`src/hdl/ucbidx_pkg.sv`:
```
`timescale 1ns / 1ps
// ----------------------------------------------------------------------------
// ucbidx_pkg
// Shared widths, constants, types and helpers of the UCB index update block.
// ----------------------------------------------------------------------------
package ucbidx_pkg;

    function automatic int max_int(input int a, input int b);
        return (a > b) ? a : b;
    endfunction

    localparam int COUNT_WIDTH = 32;
    localparam int FRAC_BITS   = 16;
    localparam int SUM_W       = COUNT_WIDTH + 2;
    localparam int OUT_W       = 19;
    localparam int K_W         = 3;
    localparam int MASK_W      = 4;
    localparam int POP_W       = 3;
    localparam int S_TDATA_W   = 24;
    localparam int M_TDATA_W   = 24;

    // log2 / ln fixed point
    localparam int Q28     = 28;
    localparam int M_W     = Q28 + 1;
    localparam int E_W     = $clog2(COUNT_WIDTH);
    localparam int LN_W    = E_W + Q28;
    localparam int SQC_W   = $clog2(Q28 + 1);
    localparam int NUM_W   = E_W + 2 * FRAC_BITS;
    localparam int NUM_LSH = (2 * FRAC_BITS >= Q28) ? 2 * FRAC_BITS - Q28 : 0;
    localparam int NUM_RSH = (2 * FRAC_BITS < Q28) ? Q28 - 2 * FRAC_BITS : 0;

    // shared serial divider and square root
    localparam int DIVD_W = max_int(max_int(NUM_W, COUNT_WIDTH + FRAC_BITS), LN_W);
    localparam int DCNT_W = $clog2(DIVD_W + 1);
    localparam int SQ_W   = (DIVD_W + 1) / 2;
    localparam int RCNT_W = $clog2(SQ_W + 1);

    localparam logic [Q28-1:0]         LN2_Q28   = Q28'(186065279);
    localparam logic [OUT_W-1:0]       OUT_MAX   = '1;
    localparam logic [SUM_W-1:0]       SUM_RST   = SUM_W'(4);
    localparam logic [COUNT_WIDTH-1:0] TRIAL_RST = COUNT_WIDTH'(1);
    localparam logic [COUNT_WIDTH-1:0] ROUND_RST = COUNT_WIDTH'(11);
    localparam logic [K_W-1:0]         K_RST     = K_W'(2);

    localparam logic REQ_INIT   = 1'b0;
    localparam logic REQ_UPDATE = 1'b1;

    typedef struct packed {
        logic busy;
        logic done;
    } unit_stat_t;

    typedef enum logic [1:0] {
        LOG_IDLE,
        LOG_NORM,
        LOG_SQUARE,
        LOG_SCALE
    } log_state_t;

    typedef enum logic [2:0] {
        ST_IDLE,
        ST_LAUNCH,
        ST_MEAN,
        ST_LOGW,
        ST_RATIO,
        ST_ROOT,
        ST_OUT
    } top_state_t;

endpackage

```
`src/hdl/ucbidx_div.sv`:
```
`timescale 1ns / 1ps
// ----------------------------------------------------------------------------
// ucbidx_div
// Restoring divider, one quotient bit per cycle.
// ----------------------------------------------------------------------------
module ucbidx_div import ucbidx_pkg::*; (
    input  logic                   aclk,
    input  logic                   aresetn,
    input  logic                   start,
    input  logic [DIVD_W-1:0]      dividend,
    input  logic [COUNT_WIDTH-1:0] divisor,
    output unit_stat_t             stat,
    output logic [DIVD_W-1:0]      quotient
);

    logic                   busy_reg;
    logic                   done_reg;
    logic [DCNT_W-1:0]      cnt_reg;
    logic [COUNT_WIDTH-1:0] rem_reg;
    logic [DIVD_W-1:0]      quo_reg;
    logic [COUNT_WIDTH-1:0] dvs_reg;
    logic [COUNT_WIDTH:0]   shifted;
    logic [COUNT_WIDTH:0]   diff;
    logic                   fits;

    // dividend bits leave at the top of quo_reg while quotient bits enter below
    assign shifted = {rem_reg, quo_reg[DIVD_W-1]};
    assign diff    = shifted - {1'b0, dvs_reg};
    assign fits    = shifted >= {1'b0, dvs_reg};

    always_ff @(posedge aclk) begin
        if (!aresetn) begin
            busy_reg <= 1'b0;
            done_reg <= 1'b0;
        end else begin
            done_reg <= 1'b0;
            if (start) begin
                busy_reg <= 1'b1;
                cnt_reg  <= DCNT_W'(DIVD_W);
                rem_reg  <= '0;
                quo_reg  <= dividend;
                dvs_reg  <= divisor;
            end else if (busy_reg) begin
                rem_reg <= fits ? diff[COUNT_WIDTH-1:0] : shifted[COUNT_WIDTH-1:0];
                quo_reg <= {quo_reg[DIVD_W-2:0], fits};
                cnt_reg <= cnt_reg - 1'b1;
                if (cnt_reg == DCNT_W'(1)) begin
                    busy_reg <= 1'b0;
                    done_reg <= 1'b1;
                end
            end
        end
    end

    assign stat.busy = busy_reg;
    assign stat.done = done_reg;
    assign quotient  = quo_reg;

endmodule

```
`src/hdl/ucbidx_log.sv`:
```
`timescale 1ns / 1ps
// ----------------------------------------------------------------------------
// ucbidx_log
// Natural log in Q28: leading-one search one bit a cycle, then one squaring
// per fraction bit, then a scale by ln 2.
// ----------------------------------------------------------------------------
module ucbidx_log import ucbidx_pkg::*; (
    input  logic                   aclk,
    input  logic                   aresetn,
    input  logic                   start,
    input  logic [COUNT_WIDTH-1:0] value,
    output unit_stat_t             stat,
    output logic [LN_W-1:0]        ln_q28
);

    log_state_t                   state_reg;
    log_state_t                   state_next;
    logic                         done_reg;
    logic [COUNT_WIDTH-1:0]       norm_reg;
    logic [E_W-1:0]               exp_reg;
    logic [M_W-1:0]               mant_reg;
    logic [Q28-1:0]               frac_reg;
    logic [SQC_W-1:0]             cnt_reg;
    logic [LN_W-1:0]              ln_reg;
    logic [COUNT_WIDTH+M_W-1:0]   norm_ext;
    logic [2*M_W-1:0]             square;
    logic [M_W:0]                 sq_top;
    logic [LN_W+Q28-1:0]          scaled;
    logic                         small_in;

    assign small_in = (value[COUNT_WIDTH-1:1] == '0);
    assign norm_ext = {norm_reg, {M_W{1'b0}}};
    assign square   = mant_reg * mant_reg;
    assign sq_top   = square[Q28+M_W:Q28];
    assign scaled   = {exp_reg, frac_reg} * LN2_Q28;

    always_comb begin
        state_next = state_reg;
        case (state_reg)
            LOG_IDLE: begin
                if (start && !small_in) begin
                    state_next = LOG_NORM;
                end
            end
            LOG_NORM: begin
                if (norm_reg[COUNT_WIDTH-1]) begin
                    state_next = LOG_SQUARE;
                end
            end
            LOG_SQUARE: begin
                if (cnt_reg == SQC_W'(Q28 - 1)) begin
                    state_next = LOG_SCALE;
                end
            end
            LOG_SCALE: state_next = LOG_IDLE;
            default:   state_next = LOG_IDLE;
        endcase
    end

    always_ff @(posedge aclk) begin
        if (!aresetn) begin
            state_reg <= LOG_IDLE;
            done_reg  <= 1'b0;
        end else begin
            state_reg <= state_next;
            done_reg  <= 1'b0;
            case (state_reg)
                LOG_IDLE: begin
                    if (start) begin
                        norm_reg <= value;
                        exp_reg  <= E_W'(COUNT_WIDTH - 1);
                        // ln of zero or one is taken as zero
                        if (small_in) begin
                            ln_reg   <= '0;
                            done_reg <= 1'b1;
                        end
                    end
                end
                LOG_NORM: begin
                    if (norm_reg[COUNT_WIDTH-1]) begin
                        mant_reg <= norm_ext[COUNT_WIDTH+M_W-1 -: M_W];
                        frac_reg <= '0;
                        cnt_reg  <= '0;
                    end else begin
                        norm_reg <= {norm_reg[COUNT_WIDTH-2:0], 1'b0};
                        exp_reg  <= exp_reg - 1'b1;
                    end
                end
                LOG_SQUARE: begin
                    // a square of two or more gives a one bit and is halved
                    if (sq_top[M_W]) begin
                        mant_reg <= sq_top[M_W:1];
                        frac_reg <= {frac_reg[Q28-2:0], 1'b1};
                    end else begin
                        mant_reg <= sq_top[M_W-1:0];
                        frac_reg <= {frac_reg[Q28-2:0], 1'b0};
                    end
                    cnt_reg <= cnt_reg + 1'b1;
                end
                LOG_SCALE: begin
                    ln_reg   <= scaled[LN_W+Q28-1:Q28];
                    done_reg <= 1'b1;
                end
                default: ;
            endcase
        end
    end

    assign stat.busy = (state_reg != LOG_IDLE);
    assign stat.done = done_reg;
    assign ln_q28    = ln_reg;

endmodule

```
`src/hdl/ucbidx_sqrt.sv`:
```
`timescale 1ns / 1ps
// ----------------------------------------------------------------------------
// ucbidx_sqrt
// Integer square root, one root bit (two radicand bits) per cycle.
// ----------------------------------------------------------------------------
module ucbidx_sqrt import ucbidx_pkg::*; (
    input  logic              aclk,
    input  logic              aresetn,
    input  logic              start,
    input  logic [DIVD_W-1:0] value,
    output unit_stat_t        stat,
    output logic [SQ_W-1:0]   root
);

    logic                busy_reg;
    logic                done_reg;
    logic [RCNT_W-1:0]   cnt_reg;
    logic [2*SQ_W-1:0]   val_reg;
    logic [SQ_W+1:0]     rem_reg;
    logic [SQ_W-1:0]     root_reg;
    logic [SQ_W+3:0]     rem_sh;
    logic [SQ_W+3:0]     test;
    logic [SQ_W+3:0]     diff;
    logic                fits;

    assign rem_sh = {rem_reg, val_reg[2*SQ_W-1 -: 2]};
    assign test   = (SQ_W + 4)'({root_reg, 2'b01});
    assign diff   = rem_sh - test;
    assign fits   = rem_sh >= test;

    always_ff @(posedge aclk) begin
        if (!aresetn) begin
            busy_reg <= 1'b0;
            done_reg <= 1'b0;
        end else begin
            done_reg <= 1'b0;
            if (start) begin
                busy_reg <= 1'b1;
                cnt_reg  <= RCNT_W'(SQ_W);
                val_reg  <= (2 * SQ_W)'(value);
                rem_reg  <= '0;
                root_reg <= '0;
            end else if (busy_reg) begin
                rem_reg  <= fits ? diff[SQ_W+1:0] : rem_sh[SQ_W+1:0];
                root_reg <= {root_reg[SQ_W-2:0], fits};
                val_reg  <= {val_reg[2*SQ_W-3:0], 2'b00};
                cnt_reg  <= cnt_reg - 1'b1;
                if (cnt_reg == RCNT_W'(1)) begin
                    busy_reg <= 1'b0;
                    done_reg <= 1'b1;
                end
            end
        end
    end

    assign stat.busy = busy_reg;
    assign stat.done = done_reg;
    assign root      = root_reg;

endmodule

```
`src/hdl/ucb_bandit_index_update.sv`:
```
`timescale 1ns / 1ps
// ----------------------------------------------------------------------------
// ucb_bandit_index_update
// One-arm UCB1 index: keeps reward sum, trials and rounds, returns
// sum/trials + sqrt(ln(rounds)/trials) in unsigned Q3.16 per item.
// ----------------------------------------------------------------------------
//  channel   dir  handshake            payload
//  s_        in   s_tvalid/s_tready    s_tdata observation, s_tuser req_type
//  m_        out  m_tvalid/m_tready    m_tdata ucb_index
//  cfg_      in   cfg_valid/cfg_ready  cfg_data occupancy_limit
//
// One item at a time, sequenced through the serial divider (mean, then
// ln/trials) and the serial square root; the log unit runs alongside the first
// division, and the second division waits until the log unit is done.
// Reset (aresetn low, synchronous) restores sum 1.0, trials 1, rounds 11, K 2.
// A result waiting on m_tready holds the next item at its final load; no input
// is taken meanwhile.
// ----------------------------------------------------------------------------
module ucb_bandit_index_update import ucbidx_pkg::*; (
    input  logic                 aclk,
    input  logic                 aresetn,
    input  logic                 s_tvalid,
    output logic                 s_tready,
    // [3:0] chosen_set, [4] within_limit, [8:5] channel_status,
    // [12:9] vacant_mask, [16:13] target_mask, rest zero
    input  logic [S_TDATA_W-1:0] s_tdata,
    // [0] req_type
    input  logic [0:0]           s_tuser,
    output logic                 m_tvalid,
    input  logic                 m_tready,
    // [18:0] ucb_index, rest zero
    output logic [M_TDATA_W-1:0] m_tdata,
    input  logic                 cfg_valid,
    output logic                 cfg_ready,
    input  logic [K_W-1:0]       cfg_data
);

    function automatic logic [POP_W-1:0] pop4(input logic [MASK_W-1:0] v);
        return POP_W'(v[0]) + POP_W'(v[1]) + POP_W'(v[2]) + POP_W'(v[3]);
    endfunction

    top_state_t             state_reg;
    top_state_t             state_next;
    logic [K_W-1:0]         k_reg;
    logic [SUM_W-1:0]       sum_reg;
    logic [COUNT_WIDTH-1:0] trial_reg;
    logic [COUNT_WIDTH-1:0] round_reg;
    logic [SUM_W-1:0]       sum_next;
    logic [COUNT_WIDTH-1:0] trial_next;
    logic [COUNT_WIDTH-1:0] round_next;
    logic [DIVD_W-1:0]      mean_reg;
    logic                   m_tvalid_reg;
    logic [OUT_W-1:0]       index_reg;

    logic [MASK_W-1:0] chosen, status, vacant, target, g, rm;
    logic              within_lim, s_accept;
    logic [POP_W-1:0]  c, vg, og, orr, vr, reward;
    logic              trial;
    logic [SUM_W:0]    sum_add;

    logic                   div_start, log_start, sqrt_start, out_load;
    logic [DIVD_W-1:0]      div_dividend;
    logic [COUNT_WIDTH-1:0] divisor;
    logic [DIVD_W-1:0]      quotient;
    logic [LN_W-1:0]        ln_q28;
    logic [DIVD_W-1:0]      num;
    logic [SQ_W-1:0]        root;
    logic [DIVD_W:0]        total;
    unit_stat_t             div_stat, log_stat, sqrt_stat;

    assign chosen     = s_tdata[3:0];
    assign within_lim = s_tdata[4];
    assign status     = s_tdata[8:5];
    assign vacant     = s_tdata[12:9];
    assign target     = s_tdata[16:13];
    assign s_accept   = s_tvalid && s_tready;
    assign s_tready   = (state_reg == ST_IDLE);

    // trial and reward decision
    always_comb begin
        g      = chosen & target;
        rm     = chosen & ~g;
        c      = pop4(g);
        vg     = pop4(g & vacant);
        og     = c - vg;
        orr    = pop4(rm & status);
        vr     = pop4(rm) - orr;
        reward = '0;
        trial  = 1'b0;
        if (c != '0) begin
            if (within_lim) begin
                trial = 1'b1;
                if ((orr + og) <= k_reg) begin
                    reward = vr + vg;
                end
            end else if (chosen == target) begin
                trial = 1'b1;
            end else if (pop4(chosen) == k_reg) begin
                trial = 1'b0;
            end else begin
                trial = pop4(chosen & status) > k_reg;
            end
        end
    end

    always_comb begin
        sum_add = {1'b0, sum_reg} + (SUM_W + 1)'(reward);
        if (s_tuser[0] == REQ_INIT) begin
            sum_next   = SUM_RST;
            trial_next = TRIAL_RST;
            round_next = ROUND_RST;
        end else begin
            round_next = (&round_reg) ? round_reg : round_reg + 1'b1;
            trial_next = trial_reg;
            sum_next   = sum_reg;
            if (trial) begin
                trial_next = (&trial_reg) ? trial_reg : trial_reg + 1'b1;
                sum_next   = sum_add[SUM_W] ? '1 : sum_add[SUM_W-1:0];
            end
        end
    end

    // sequencing
    always_comb begin
        state_next = state_reg;
        case (state_reg)
            ST_IDLE:   if (s_accept) state_next = ST_LAUNCH;
            ST_LAUNCH: state_next = ST_MEAN;
            ST_MEAN:   if (div_stat.done) state_next = ST_LOGW;
            ST_LOGW:   if (!log_stat.busy) state_next = ST_RATIO;
            ST_RATIO:  if (div_stat.done) state_next = ST_ROOT;
            ST_ROOT:   if (sqrt_stat.done) state_next = ST_OUT;
            ST_OUT:    if (!m_tvalid_reg || m_tready) state_next = ST_IDLE;
            default:   state_next = ST_IDLE;
        endcase
    end

    always_comb begin
        div_start    = 1'b0;
        log_start    = 1'b0;
        sqrt_start   = 1'b0;
        out_load     = 1'b0;
        div_dividend = DIVD_W'(sum_reg) << (FRAC_BITS - 2);
        case (state_reg)
            ST_LAUNCH: begin
                div_start = 1'b1;
                log_start = 1'b1;
            end
            ST_LOGW: begin
                div_dividend = num;
                div_start    = !log_stat.busy;
            end
            ST_RATIO: sqrt_start = div_stat.done;
            ST_OUT:   out_load   = !m_tvalid_reg || m_tready;
            default: ;
        endcase
    end

    assign divisor = (trial_reg == '0) ? COUNT_WIDTH'(1) : trial_reg;
    assign num     = (DIVD_W'(ln_q28) << NUM_LSH) >> NUM_RSH;
    assign total   = (DIVD_W + 1)'(mean_reg) + (DIVD_W + 1)'(root);

    ucbidx_div u_div (
        .aclk     (aclk),
        .aresetn  (aresetn),
        .start    (div_start),
        .dividend (div_dividend),
        .divisor  (divisor),
        .stat     (div_stat),
        .quotient (quotient)
    );

    ucbidx_log u_log (
        .aclk    (aclk),
        .aresetn (aresetn),
        .start   (log_start),
        .value   (round_reg),
        .stat    (log_stat),
        .ln_q28  (ln_q28)
    );

    ucbidx_sqrt u_sqrt (
        .aclk    (aclk),
        .aresetn (aresetn),
        .start   (sqrt_start),
        .value   (quotient),
        .stat    (sqrt_stat),
        .root    (root)
    );

    always_ff @(posedge aclk) begin
        if (!aresetn) begin
            state_reg    <= ST_IDLE;
            k_reg        <= K_RST;
            sum_reg      <= SUM_RST;
            trial_reg    <= TRIAL_RST;
            round_reg    <= ROUND_RST;
            m_tvalid_reg <= 1'b0;
        end else begin
            state_reg <= state_next;
            if (cfg_valid && cfg_ready) begin
                k_reg <= cfg_data;
            end
            if (s_accept) begin
                sum_reg   <= sum_next;
                trial_reg <= trial_next;
                round_reg <= round_next;
            end
            if (state_reg == ST_MEAN && div_stat.done) begin
                mean_reg <= quotient;
            end
            if (out_load) begin
                m_tvalid_reg <= 1'b1;
                index_reg    <= (total > (DIVD_W + 1)'(OUT_MAX)) ? OUT_MAX : total[OUT_W-1:0];
            end else if (m_tready) begin
                m_tvalid_reg <= 1'b0;
            end
        end
    end

    assign cfg_ready = 1'b1;
    assign m_tvalid  = m_tvalid_reg;
    assign m_tdata   = M_TDATA_W'(index_reg);

endmodule
```
`config.mk`:
```
export PLATFORM = sky130hd
export DESIGN_NAME = ucb_bandit_index_update
export DESIGN_NICKNAME = d
export VERILOG_FILES = /design/src/hdl/ucbidx_pkg.sv /design/src/hdl/ucbidx_div.sv /design/src/hdl/ucbidx_log.sv /design/src/hdl/ucbidx_sqrt.sv /design/src/hdl/ucb_bandit_index_update.sv
export SDC_FILE = /design/constraint.sdc
export NUM_CORES = 2
export LEC_CHECK = 0
export BUFFER_PORTS_ARGS = -buffer_cell sky130_fd_sc_hd__buf_2
export CORE_MARGIN = 2
export CORE_UTILIZATION = 50
export DETAILED_ROUTE_END_ITERATION = 6
export PLACE_DENSITY = 0.64
export SLEW_MARGIN = 25
export SYNTH_ARGS = -nofsm -noshare
export SYNTH_HDL_FRONTEND = slang
export SYNTH_SLANG_ARGS = --single-unit
```
`constraint.sdc`:
```
create_clock -name aclk -period 11.8 [get_ports aclk]
set_input_delay 1.18 -clock aclk [delete_from_list [all_inputs] [get_ports aclk]]
set_output_delay 1.18 -clock aclk [all_outputs]
set_load 0.05 [all_outputs]
```
==> summary.txt <==
Status: finished clean
Port-buffer cells: 46
Pins over their slew limit: 0
Dpl cell area: 68,700 sq um
Hold Vio Cnt, Final: 0
Die W: 369 microns
Core Region: 132,000 sq um
Post-synth EDFFs: 420
Most used cell, CP: fa_1
Worst path top cell family by delay: adder cells
Final-layout fill cell count: 11,781
Setup Total Neg Slack: 0 ns
Row count: 133
Buf/Inv on CP: 6
Mapped Avg Cell Area: 9.63 sq um
Setup Buffers After CTS: 0
IO Pins: 60
Skew-Pair Late Insertion Delay: 0.64 ns
Initial Utilization: 50.5%
DRC viols: 0
CTS Buf Count: 57
Skew final: 0.0328 ns
FFs w/ async S/R, synth: 0%
Drt via density: 5.29
GRT Resource Usage Total: 23.6%
Yosys warns: 0
Die Ht: 369 microns
Vias in the first global route: 47,472
Max incr delay on CP: 0.92 ns
CTS tree: yes
CP Depth: 27
Tmin final: 10.14 ns
CTS H-tree depth: 2
Max-cap violations: 0
Post-detailed-routing wire length: 155 mm
Initial antenna violation count: 5
Worst-Margin Slew: 1.00 ns
GR Overflow Total: 0
Placer Congestion: 0.898
Final cycle utilization of the critical path: 85.9%
Critical setup path kind: flop to flop
First-pass GRT wire length: 256 mm
Pre-CTS WS: 1.92 ns
Critical Path Slowest Stage Cell: edfxtp_1
Seq/Total Area, Yosys: 22.3%
Drt initial violations: 3,104
Crit end category: flop
Post-CTS Hold Buffers: 0
Yosys cell types: 78
Syn Inst Count: 6,903
Final ANT Viol Nets: 0
Num Clock Sinks: 531
TritonRoute pass-1 iters: 7
Reg clk slew, reported paths: 0.06 ns
Data required time of the worst path: 12.19 ns
CP max FO: 17
Die area: 136,000 sq um
Area of the multi-input gates: 44,700 sq um
Slew HR: 33.1%
Reg2Reg Depth: 27
Startpoint types: flop
Final Worst Setup Slack: 1.66 ns
Top cells by area, synth: fa_1 31%, edfxtp_1 19%, ha_1 13%
Fmax: 0.0986 GHz
Data arrival, critical path: 10.53 ns
CTS Root Buffer Type: clkbuf_16
FF+latch area: 14,800 sq um
WHS: 0.466 ns
Largest net degree at the start of global routing: 77
Post-cts sizing count: 0
Dpl hpwl: 124 mm
Final #Nets: 8,585
Fin area: 70,700 sq um
Worst min path class: flop to flop
Ys flop type: edfxtp_1
Number of synthesized register bits: 531
Vias: 45,774
Hold path cells: 0
Share of layout cells above drive strength 1: 3.67%
Final Setup Violations: 0
Mapped cell area: 66,500 sq um
Synth area leader: fa_1
RSZ-0062 raised after global routing: no
Max clock buf depth: 3
Synth top area share: 30.6%
Routed len/inst: 18.0 microns
Synth-to-Final Area Change: 6.34%
-- cell usage after synthesis, types with 6 or more instances --
| master | n |
|---|---|
| o221ai_1 | 9 |
| nand3_1 | 138 |
| nand2_1 | 622 |
| buf_1 | 11 |
| a21oi_1 | 274 |
| and2_1 | 211 |
| o311ai_0 | 6 |
| clkbuf_1 | 221 |
| a2111oi_0 | 8 |
| fa_1 | 1018 |
| and4_1 | 15 |
| nor2_1 | 314 |
| o21bai_1 | 20 |
| mux2i_1 | 35 |
| ha_1 | 689 |
| o211ai_1 | 14 |
| a211o_1 | 10 |
| a21o_1 | 97 |
| nand2b_1 | 24 |
| nand4_1 | 43 |
| nor4_1 | 28 |
| o21a_1 | 21 |
| or2_2 | 10 |
| nor2b_1 | 39 |
| or3_1 | 27 |
| nor3_1 | 77 |
| inv_1 | 1663 |
| a22o_1 | 11 |
| dfxtp_1 | 111 |
| buf_4 | 6 |
| a21boi_0 | 15 |
| nand3b_1 | 32 |
| a221o_1 | 12 |
| o22ai_1 | 6 |
| nor3b_1 | 19 |
| edfxtp_1 | 420 |
| a31oi_1 | 30 |
| a211oi_1 | 23 |
| and3_1 | 56 |
| o31ai_1 | 14 |
| xor2_1 | 86 |
| xnor2_1 | 131 |
| o21ai_0 | 202 |
-- cells in the final DEF, fill, tap and decap left out, types with 24 or more instances in the layout --
master     netlist  routed
buf_4            6      69
clkbuf_16        0      59
nand2_1        622     622
xor2_1          86      85
mux2i_1         35      35
nor2_1         314     308
nor3_1          77      77
nor2b_1         39      39
and3_1          56      55
nand3b_1        32      32
a21oi_1        274     271
fa_1          1018    1018
inv_1         1663    1662
nor4_1          28      28
nand2b_1        24      24
a21o_1          97      97
buf_2            0      46
o21ai_0        202     201
xnor2_1        131     130
nand3_1        138     137
ha_1           689     687
and2_1         211     211
edfxtp_1       420     420
or3_1           27      27
dfxtp_1        111     111
a31oi_1         30      30
nand4_1         43      43
-- metrics by stage --
step                cells  utilization [%]
global placement     8539             52.1
CTS                  8646             53.6
finish               8649             53.7
detailed placement   8539             52.1
floorplan            6907                -
global route         8648             53.7
-- cell type report --
| class | instances | share of cell area (%) |
|---|---|---|
| multi-input combinational | 4471 | 63.2 |
| sequential | 531 | 21.0 |
| inverter | 1667 | 8.85 |
| tap | 1755 | 3.10 |
| clock buffer | 84 | 2.32 |
| timing repair buffer | 117 | 1.12 |
| clock inverter | 23 | 0.465 |
| antenna | 1 | 0.00354 |
-- path summary, 6_finish.rpt --
path                              startpoint                     endpoint  slack (ns)
min          u_div.quotient[2]$_SDFFCE_PP0P_        mean_reg[2]$_DFFE_PP_        0.47
max reg2reg     u_log.mant_reg[12]$_DFFE_PP_  u_log.mant_reg[6]$_DFFE_PP_        1.66
max             u_log.mant_reg[12]$_DFFE_PP_  u_log.mant_reg[6]$_DFFE_PP_        1.66
min reg2reg  u_div.quotient[2]$_SDFFCE_PP0P_        mean_reg[2]$_DFFE_PP_        0.47
-- cell families after synthesis --
kind of cell	synth area share (%)
buffers and inverters	10.8
adder cells (fa/ha/maj)	43.6
AND/OR/NAND/NOR	12.0
AO/OA/AOI/OAI	7.84
flip-flops	22.3
XOR/XNOR	2.86
multiplexers	0.561
other	0.0113
-- worst reg2reg max path: stages, from the launching register on --
cell and delay (ns):
edfxtp_1 0.92, inv_1 0.42, nor2_1 0.42, fa_1 0.51, fa_1 0.50, fa_1 0.51
inv_1 0.06, fa_1 0.51, inv_1 0.06, fa_1 0.52, fa_1 0.45, fa_1 0.55
inv_1 0.06, fa_1 0.54, inv_1 0.05, ha_1 0.31, o21a_1 0.18, o21a_1 0.16
o31ai_1 0.22, a31oi_1 0.13, a311o_1 0.48, o21ai_0 0.51, o211ai_1 0.21, a31oi_1 0.55
xor2_2 0.38, buf_4 0.30, nor2_1 0.08, a311o_1 0.31
-- metal layers --
metal	vias to the layer above	track usage [%]	share of wire, %
met4	2	4.07	1.7
met3	174	2.64	5.4
li1	21669	-	-
met1	22846	35.2	47
met5	-	0	0.0084
met2	1083	37.5	46
Power is not shown: default switching activity piles up to over one toggle a cycle in this logic, so the estimate is an artifact.
